===== config.mk =====
export PLATFORM = sky130hd
export DESIGN_NAME = rtt_estimator_rto_timer
export DESIGN_NICKNAME = d
export VERILOG_FILES = /design/src/sv/rtte_pkg.sv /design/src/sv/rtt_estimator_rto_timer.sv /design/src/sv/rtte_state.sv
export SDC_FILE = /design/constraint.sdc
export NUM_CORES = 1
export LEC_CHECK = 0
export ABC_AREA = 1
export ABC_CLOCK_PERIOD_IN_PS = 7800
export BUFFER_PORTS_ARGS = -buffer_cell sky130_fd_sc_hd__buf_2
export CAP_MARGIN = 40
export CELL_PAD_IN_SITES_DETAIL_PLACEMENT = 0
export CELL_PAD_IN_SITES_GLOBAL_PLACEMENT = 1
export CORE_UTILIZATION = 43
export DETAILED_ROUTE_END_ITERATION = 12
export PLACE_DENSITY_LB_ADDON = 0.3
export SLEW_MARGIN = 20
export SYNTH_ARGS = -nofsm -noshare
export SYNTH_HDL_FRONTEND = slang
export SYNTH_SLANG_ARGS = --single-unit

===== constraint.sdc =====
create_clock -name aclk -period 7.8 [get_ports aclk]
set_input_delay 0.39 -clock aclk [delete_from_list [all_inputs] [get_ports aclk]]
set_output_delay 0.39 -clock aclk [all_outputs]
set_load 0.01 [all_outputs]

===== src/sv/rtte_pkg.sv =====
// Shared types and constants for the retransmission-timeout estimator.
package rtte_pkg;

    typedef enum logic [1:0] {
        REQ_SAMPLE  = 2'd0,
        REQ_BACKOFF = 2'd1,
        REQ_CLEAR   = 2'd2,
        REQ_RESTART = 2'd3
    } req_type_t;

    localparam int SAMPLE_W  = 14;
    localparam int SRTT_W    = 18;
    localparam int RTTVAR_W  = 18;
    localparam int DEV_W     = 16;
    localparam int TIMEOUT_W = 23;
    localparam int WHOLE_W   = 15;
    localparam int BLOG_W    = 3;
    localparam int FACTOR_W  = 7;

    localparam logic [BLOG_W-1:0]    BACKOFF_LOG_MAX  = 3'd6;
    localparam logic [BLOG_W-1:0]    BACKOFF_LOG_DEEP = 3'd3;
    localparam logic [DEV_W-1:0]     DEV_RESET        = 16'd30;
    localparam logic [TIMEOUT_W-1:0] MAX_TIMEOUT_RST  = 23'd20000;
    localparam logic [TIMEOUT_W-1:0] TIMEOUT_MIN      = 23'd2;

    localparam logic REG_IDX_DEV = 1'b0;
    localparam logic REG_IDX_MAX = 1'b1;

    typedef struct packed {
        logic [WHOLE_W-1:0]  srtt_whole;
        logic [RTTVAR_W-1:0] rttvar;
        logic [BLOG_W-1:0]   backoff_log;
    } est_state_t;

endpackage


===== src/sv/rtt_estimator_rto_timer.sv =====
// Top level of the retransmission-timeout estimator with its register port and stream pipeline.
// The block takes one request beat per clock unless the output stalls with the snapshot full,
// and answers every beat with exactly one result beat via the snapshot and output registers.
// The rate is set by the estimator state update, a loop of adds and compares on the smoothed
// round trip, the deviation and the backoff exponent. A snapshot register holds the new
// state of each beat and the timeout product, clamp and floor are formed between it and
// the output register, so one further beat can be accepted while a result waits to be taken.
// Registers: initial deviation at byte address 0, maximum timeout at byte address 4.
module rtt_estimator_rto_timer (
    input  logic        aclk,
    input  logic        aresetn,
    input  logic        s_tvalid,
    output logic        s_tready,
    input  logic [15:0] s_tdata,   // [13:0] rtt_sample, [15:14] zero
    input  logic [1:0]  s_tuser,   // [1:0] req_type
    output logic        m_tvalid,
    input  logic        m_tready,
    output logic [47:0] m_tdata,   // [22:0] timeout_ticks, [23] timeout_saturated,
                                   // [30:24] backoff_factor, [45:31] smoothed_rtt, [47:46] zero
    input  logic        psel,
    input  logic        penable,
    input  logic        pwrite,
    input  logic [2:0]  paddr,
    input  logic [31:0] pwdata,
    output logic [31:0] prdata,
    output logic        pready
);

    logic [rtte_pkg::DEV_W-1:0]     init_dev_reg;
    logic [rtte_pkg::TIMEOUT_W-1:0] max_timeout_reg;
    logic                           cfg_wr;

    logic                           accept;
    logic                           move;
    rtte_pkg::est_state_t           state_next;
    rtte_pkg::est_state_t           snap_reg;
    logic                           s1_valid_reg;
    logic                           s1_valid_next;
    logic                           m_valid_reg;
    logic                           m_valid_next;

    logic [18:0]                    base;
    logic [24:0]                    product;
    logic                           sat;
    logic [rtte_pkg::TIMEOUT_W-1:0] clamped;
    logic [rtte_pkg::TIMEOUT_W-1:0] timeout;

    logic [rtte_pkg::TIMEOUT_W-1:0] m_timeout_reg;
    logic                           m_sat_reg;
    logic [rtte_pkg::FACTOR_W-1:0]  m_factor_reg;
    logic [rtte_pkg::WHOLE_W-1:0]   m_srtt_reg;

    assign pready = 1'b1;
    assign cfg_wr = psel && penable && pwrite && pready;

    always_ff @(posedge aclk) begin
        if (!aresetn) begin
            init_dev_reg    <= rtte_pkg::DEV_RESET;
            max_timeout_reg <= rtte_pkg::MAX_TIMEOUT_RST;
        end else if (cfg_wr) begin
            case (paddr[2])
                rtte_pkg::REG_IDX_DEV: init_dev_reg    <= pwdata[15:0];
                rtte_pkg::REG_IDX_MAX: max_timeout_reg <= pwdata[22:0];
                default:               init_dev_reg    <= init_dev_reg;
            endcase
        end
    end

    always_comb begin
        case (paddr[2])
            rtte_pkg::REG_IDX_DEV: prdata = {16'd0, init_dev_reg};
            rtte_pkg::REG_IDX_MAX: prdata = {9'd0, max_timeout_reg};
            default:               prdata = '0;
        endcase
    end

    assign move     = s1_valid_reg && (!m_valid_reg || m_tready);
    assign s_tready = !s1_valid_reg || !m_valid_reg || m_tready;
    assign accept   = s_tvalid && s_tready;

    rtte_state u_state (
        .aclk       (aclk),
        .aresetn    (aresetn),
        .upd_en     (accept),
        .req        (rtte_pkg::req_type_t'(s_tuser)),
        .rtt_sample (s_tdata[13:0]),
        .init_dev   (init_dev_reg),
        .state_next (state_next)
    );

    always_comb begin
        if (accept) begin
            s1_valid_next = 1'b1;
        end else if (move) begin
            s1_valid_next = 1'b0;
        end else begin
            s1_valid_next = s1_valid_reg;
        end
        if (move) begin
            m_valid_next = 1'b1;
        end else if (m_tready) begin
            m_valid_next = 1'b0;
        end else begin
            m_valid_next = m_valid_reg;
        end
    end

    always_ff @(posedge aclk) begin
        if (!aresetn) begin
            s1_valid_reg <= 1'b0;
            m_valid_reg  <= 1'b0;
        end else begin
            s1_valid_reg <= s1_valid_next;
            m_valid_reg  <= m_valid_next;
        end
    end

    always_ff @(posedge aclk) begin
        if (accept) begin
            snap_reg <= state_next;
        end
    end

    always_comb begin
        base    = {4'd0, snap_reg.srtt_whole} + {1'b0, snap_reg.rttvar};
        product = {6'd0, base} << snap_reg.backoff_log;
        sat     = product > {2'b00, max_timeout_reg};
        clamped = sat ? max_timeout_reg : product[22:0];
        timeout = (clamped < rtte_pkg::TIMEOUT_MIN) ? rtte_pkg::TIMEOUT_MIN : clamped;
    end

    always_ff @(posedge aclk) begin
        if (move) begin
            m_timeout_reg <= timeout;
            m_sat_reg     <= sat;
            m_factor_reg  <= 7'd1 << snap_reg.backoff_log;
            m_srtt_reg    <= snap_reg.srtt_whole;
        end
    end

    assign m_tvalid = m_valid_reg;
    assign m_tdata  = {2'b00, m_srtt_reg, m_factor_reg, m_sat_reg, m_timeout_reg};

endmodule


===== src/sv/rtte_state.sv =====
// Estimator state registers and their update for one request.
module rtte_state (
    input  logic                                aclk,
    input  logic                                aresetn,
    input  logic                                upd_en,
    input  rtte_pkg::req_type_t                 req,
    input  logic [rtte_pkg::SAMPLE_W-1:0]       rtt_sample,
    input  logic [rtte_pkg::DEV_W-1:0]          init_dev,
    output rtte_pkg::est_state_t                state_next
);

    logic [rtte_pkg::SRTT_W-1:0]   srtt_reg;
    logic [rtte_pkg::SRTT_W-1:0]   srtt_next;
    logic [rtte_pkg::RTTVAR_W-1:0] rttvar_reg;
    logic [rtte_pkg::RTTVAR_W-1:0] rttvar_next;
    logic [rtte_pkg::BLOG_W-1:0]   blog_reg;
    logic [rtte_pkg::BLOG_W-1:0]   blog_next;

    logic [rtte_pkg::SAMPLE_W-1:0] rtt;
    logic signed [16:0]            diff;
    logic [15:0]                   diff_abs;
    logic signed [16:0]            var_delta;
    logic signed [19:0]            srtt_sum;
    logic signed [19:0]            var_sum;

    function automatic logic [17:0] sat18(input logic signed [19:0] v);
        logic [17:0] r;
        if (v < 20'sd1) begin
            r = 18'd1;
        end else if (v > 20'sd262143) begin
            r = 18'h3FFFF;
        end else begin
            r = v[17:0];
        end
        return r;
    endfunction

    always_comb begin
        rtt       = (rtt_sample == '0) ? 14'd1 : rtt_sample;
        diff      = $signed({3'b000, rtt}) - $signed({2'b00, srtt_reg[17:3]});
        diff_abs  = diff[16] ? 16'(-diff) : diff[15:0];
        var_delta = $signed({1'b0, diff_abs}) - $signed({1'b0, rttvar_reg[17:2]});
        srtt_sum  = $signed({2'b00, srtt_reg}) + $signed({{3{diff[16]}}, diff});
        var_sum   = $signed({2'b00, rttvar_reg}) + $signed({{3{var_delta[16]}}, var_delta});
    end

    always_comb begin
        srtt_next   = srtt_reg;
        rttvar_next = rttvar_reg;
        blog_next   = blog_reg;
        case (req)
            rtte_pkg::REQ_SAMPLE: begin
                if (srtt_reg == '0) begin
                    srtt_next   = {1'b0, rtt, 3'b000};
                    rttvar_next = {3'b000, rtt, 1'b0};
                end else begin
                    srtt_next   = sat18(srtt_sum);
                    rttvar_next = sat18(var_sum);
                end
            end
            rtte_pkg::REQ_BACKOFF: begin
                if (blog_reg < rtte_pkg::BACKOFF_LOG_MAX) begin
                    blog_next = blog_reg + 3'd1;
                end
                if (blog_next > rtte_pkg::BACKOFF_LOG_DEEP) begin
                    srtt_next = '0;
                end
            end
            rtte_pkg::REQ_CLEAR: begin
                blog_next = '0;
            end
            rtte_pkg::REQ_RESTART: begin
                srtt_next   = '0;
                rttvar_next = {2'b00, init_dev};
                blog_next   = '0;
            end
            default: begin
                blog_next = blog_reg;
            end
        endcase
    end

    always_ff @(posedge aclk) begin
        if (!aresetn) begin
            srtt_reg   <= '0;
            rttvar_reg <= {2'b00, rtte_pkg::DEV_RESET};
            blog_reg   <= '0;
        end else if (upd_en) begin
            srtt_reg   <= srtt_next;
            rttvar_reg <= rttvar_next;
            blog_reg   <= blog_next;
        end
    end

    assign state_next.srtt_whole  = srtt_next[17:3];
    assign state_next.rttvar      = rttvar_next;
    assign state_next.backoff_log = blog_next;

endmodule


==> results summary <==
The clock transition at the register clock pins on the worst setup and hold paths after CTS is 0.07 ns. The shortest clock period the worst path allows after layout came out at 7.05 ns. The number of flip-flops under the largest register name came out at 36. The number of antenna diodes is 0. The reg-to-reg critical path startpoint is u_state.srtt_reg[7]$_SDFFE_PN0P_.

The peak clock frequency supported by timing is 142 MHz. The path class of the tightest hold or removal check is input port to register. From bottom edge to top edge, the die measures 184 um. The first global-routing pass estimated 68.0 mm of wire. The placed cell count came out at 2670. The number of levels the H-tree was split into came out at 4. After global routing the overflow that remains totals 0. In this run, synthesis inferred 82 flip-flops with an integrated enable. The top-level I/O count came out at 143. The average size of a mapped cell is 6.53 um2. The share of the yosys chip area belonging to registers is 28.6%.

The worst register-to-register path has a setup slack of 0.92 ns. Setup violations remaining at the end of the flow were counted as 0. The worst relative slew slack came out at 43.6%. The most frequent cell on the critical path is nand2_1.

The core region area is 0.0325 mm2. The highest cell delay on the worst timing path came out at 0.40 ns. The post-DP HPWL came out at 35.8 mm. The relative area change from synthesis to final layout came out at 10.9%. The die outline area came out at 0.0338 mm2. Along the worst path, the maximum fanout reaches 11. The number of clock buffers inserted by TritonCTS came out at 17. On the critical path the largest part of the delay comes from simple AND/OR/NAND/NOR gates.

The number of cells traversed by the worst hold path came out at 3. In this run the static leakage power is 8.44 nW. The final-report max-slew violation count was 0. The proportion of synthesized flip-flops having asynchronous set or reset came out at 0%. The netlist area before placement came out at 0.0142 mm2.

STA classifies the critical path startpoint as an input port. The highest ir drop seen on vdd is 0.000195 V. The total detailed-routing wirelength is 43.9 mm.

In the layout the commonest cells are nand2_1 (630), inv_1 (330), nand3_1 (210), a21oi_1 (158), nor2_1 (146). The number of nets in the finished design is 2426. The final number of hold-violating endpoints is 0. For this design, the slowest cell found on the critical path is fa_1. The initial cell density of the core is 43.7%. The worst path arrival time came out at 7.23 ns. The first detailed-routing pass took 5 iterations. The instance count on the critical path is 40. The run finished with clean final reports.

The count of buffer and inverter cells on the critical path is 4. The count of synthesis-stage warnings from yosys came out at 0. The non-filler instance count after layout came out at 2703.

The element type at the critical path end is a register. The post-route worst hold slack is 0.185 ns. STA puts the critical path data required time at 7.99 ns. The number of sinks on the clock net is 162. For the worst-skew pair, the clock arrives at the later sink with an insertion delay of 0.45 ns. The setup skew after layout came out at 0.0139 ns. The critical path in this run is classified as input port to register.

The netlist uses 49 different library cells. In this run the most critical hold path is launched from pwdata[1]. The worst register-to-register path ends at snap_reg[7]$_DFFE_PP_. In this run the core area contains 66 standard-cell rows. Power spread over the standard cell area amounts to 316 mW/mm2.

The count of instances resized after the clock tree is built is 0. After detailed routing, the average wire length per cell comes to 16.2 um. The most used flip-flop cell after synthesis is edfxtp_1. The via count is 13900. The maximum number of pins on one net before global-route repair came out at 73. The utilization of the core after routing came out at 48.4%.

In the routed layout, each cell is associated on average with a via count of 5.15. The total of flip-flops plus latches after synthesis came out at 162. The width of the chip came out at 184 um. The initial antenna violation count is 0.

In the final timing run, aggregate negative setup slack is 0 ns. The count of buffers inserted at the top-level ports is 117. The post-layout total power is 0.00498 W. TritonCTS built the clock tree. The total of max-cap violations came out at 0. The share of the cycle needed by the critical path after routing came out at 90.4%.

The share of cells above drive strength 1 is 9.20%. The maximum root-to-sink buffer count came out at 2. The slew at the pin closest to its max-slew limit came out at 0.845 ns. The post-route antenna net violation count is 0. The quantity of hold-fixing buffers added after cts came out at 0.

Setup repair after global routing left no endpoint under its margin. CTS placed an instance of clkbuf_16 at the clock tree root. The number of setup buffers added after CTS came out at 0.

For hold timing, the worst endpoint is init_dev_reg[1]$_SDFFE_PN1P_. The post-synthesis cell count is 2175. The depth of the worst register-to-register path is 38. The via count of the first global-routing pass came out at 12800. The routability congestion estimate is 0.933. The library cell used most frequently in the layout, excluding fill and tap cells, is nand2_1. The DRC violation count after routing is 0. The global-route usage over all layers is 26.3%.

The first-iteration detailed-routing DRC count is 1076.
## kinds of logic (layout without fill, tap and decap cells)
family | Yosys count | after routing | synth area share [%]
buffers and inverters | 423 | 499 | 11.9
other | 2 | 12 | 0.0529
flip-flops | 162 | 162 | 28.6
AND/OR/NAND/NOR | 1091 | 1091 | 32.9
adder cells (fa/ha/maj) | 118 | 118 | 10.7
XOR/XNOR | 64 | 64 | 4.00
AO/OA/AOI/OAI | 315 | 315 | 11.9
## tightest hold or removal path, stage by stage
cell	delay, ns
buf_2	0.09
nand2_1	0.05
nand3_1	0.06
## synth_stat cells (5+ instances only)
library cell	count	area, um2
clkbuf_1	59	221
nor2_1	147	552
fa_1	5	100
o22ai_1	5	31.3
buf_4	16	120
buf_2	7	35.0
or2_2	16	100
xnor2_1	18	158
o21ai_0	106	531
dfxtp_1	80	1600
xor2_1	45	394
nor3_1	17	85.1
and2_1	5	31.3
nand2_1	630	2360
nand3b_1	8	60.1
nand3_2	6	60.1
o21bai_1	7	52.6
nand4_1	34	213
edfxtp_1	82	2460
nand2_2	5	31.3
a21o_1	10	75.1
inv_1	330	1240
a21boi_0	8	60.1
nor4_1	5	31.3
ha_1	113	1410
a21oi_1	159	796
nand3_1	210	1050
## where the power goes
| group | internal, W | switching (W) | total [W] |
|---|---|---|---|
| Clock | 0.000439 | 0.000425 | 0.000863 |
| Combinational | 0.00107 | 0.00199 | 0.00306 |
| Sequential | 0.000994 | 0.0000594 | 0.00105 |
| Total | 0.00250 | 0.00248 | 0.00498 |
## worst max-delay path by stage
stage,slack [ns],startpoint,to
after floorplan,1.88,s_tdata[3],snap_reg[11]$_DFFE_PP_
after global placement,0.57,s_tdata[3],snap_reg[5]$_DFFE_PP_
after detailed placement,0.44,s_tdata[3],snap_reg[5]$_DFFE_PP_
after CTS,0.90,s_tdata[3],snap_reg[5]$_DFFE_PP_
after global routing,0.1,s_tdata[12],snap_reg[18]$_DFFE_PP_
final,0.75,s_tdata[3],snap_reg[7]$_DFFE_PP_
## per-stage QoR
step                      worst slack, ns  area [um2]
after floorplan                      1.88       14200
after global placement              0.573       15000
after detailed placement            0.445       15100
after CTS                           0.899       15700
after global routing               0.0994       15700
final                               0.752       15700
## cell type report
cell class | count | area (um2)
clock inverter | 14 | 154
fill | 3445 | 16800
sequential | 162 | 4060
multi-input combinational | 1600 | 8510
tap | 442 | 553
clock buffer | 18 | 439
inverter | 333 | 1250
timing repair buffer | 134 | 776
## metal layers
| metal | track usage (%) | wire, um | vias up | share of wire (%) |
|---|---|---|---|---|
| met4 | 9.10 | 1230 | 0 | 2.8 |
| li1 | - | - | 7137 | - |
| met5 | 0 | 0 | - | 0 |
| met1 | 34.3 | 20200 | 6364 | 46 |
| met3 | 3.01 | 1910 | 53 | 4.4 |
| met2 | 44.6 | 20500 | 365 | 47 |
(Power assumes the default switching activity.)
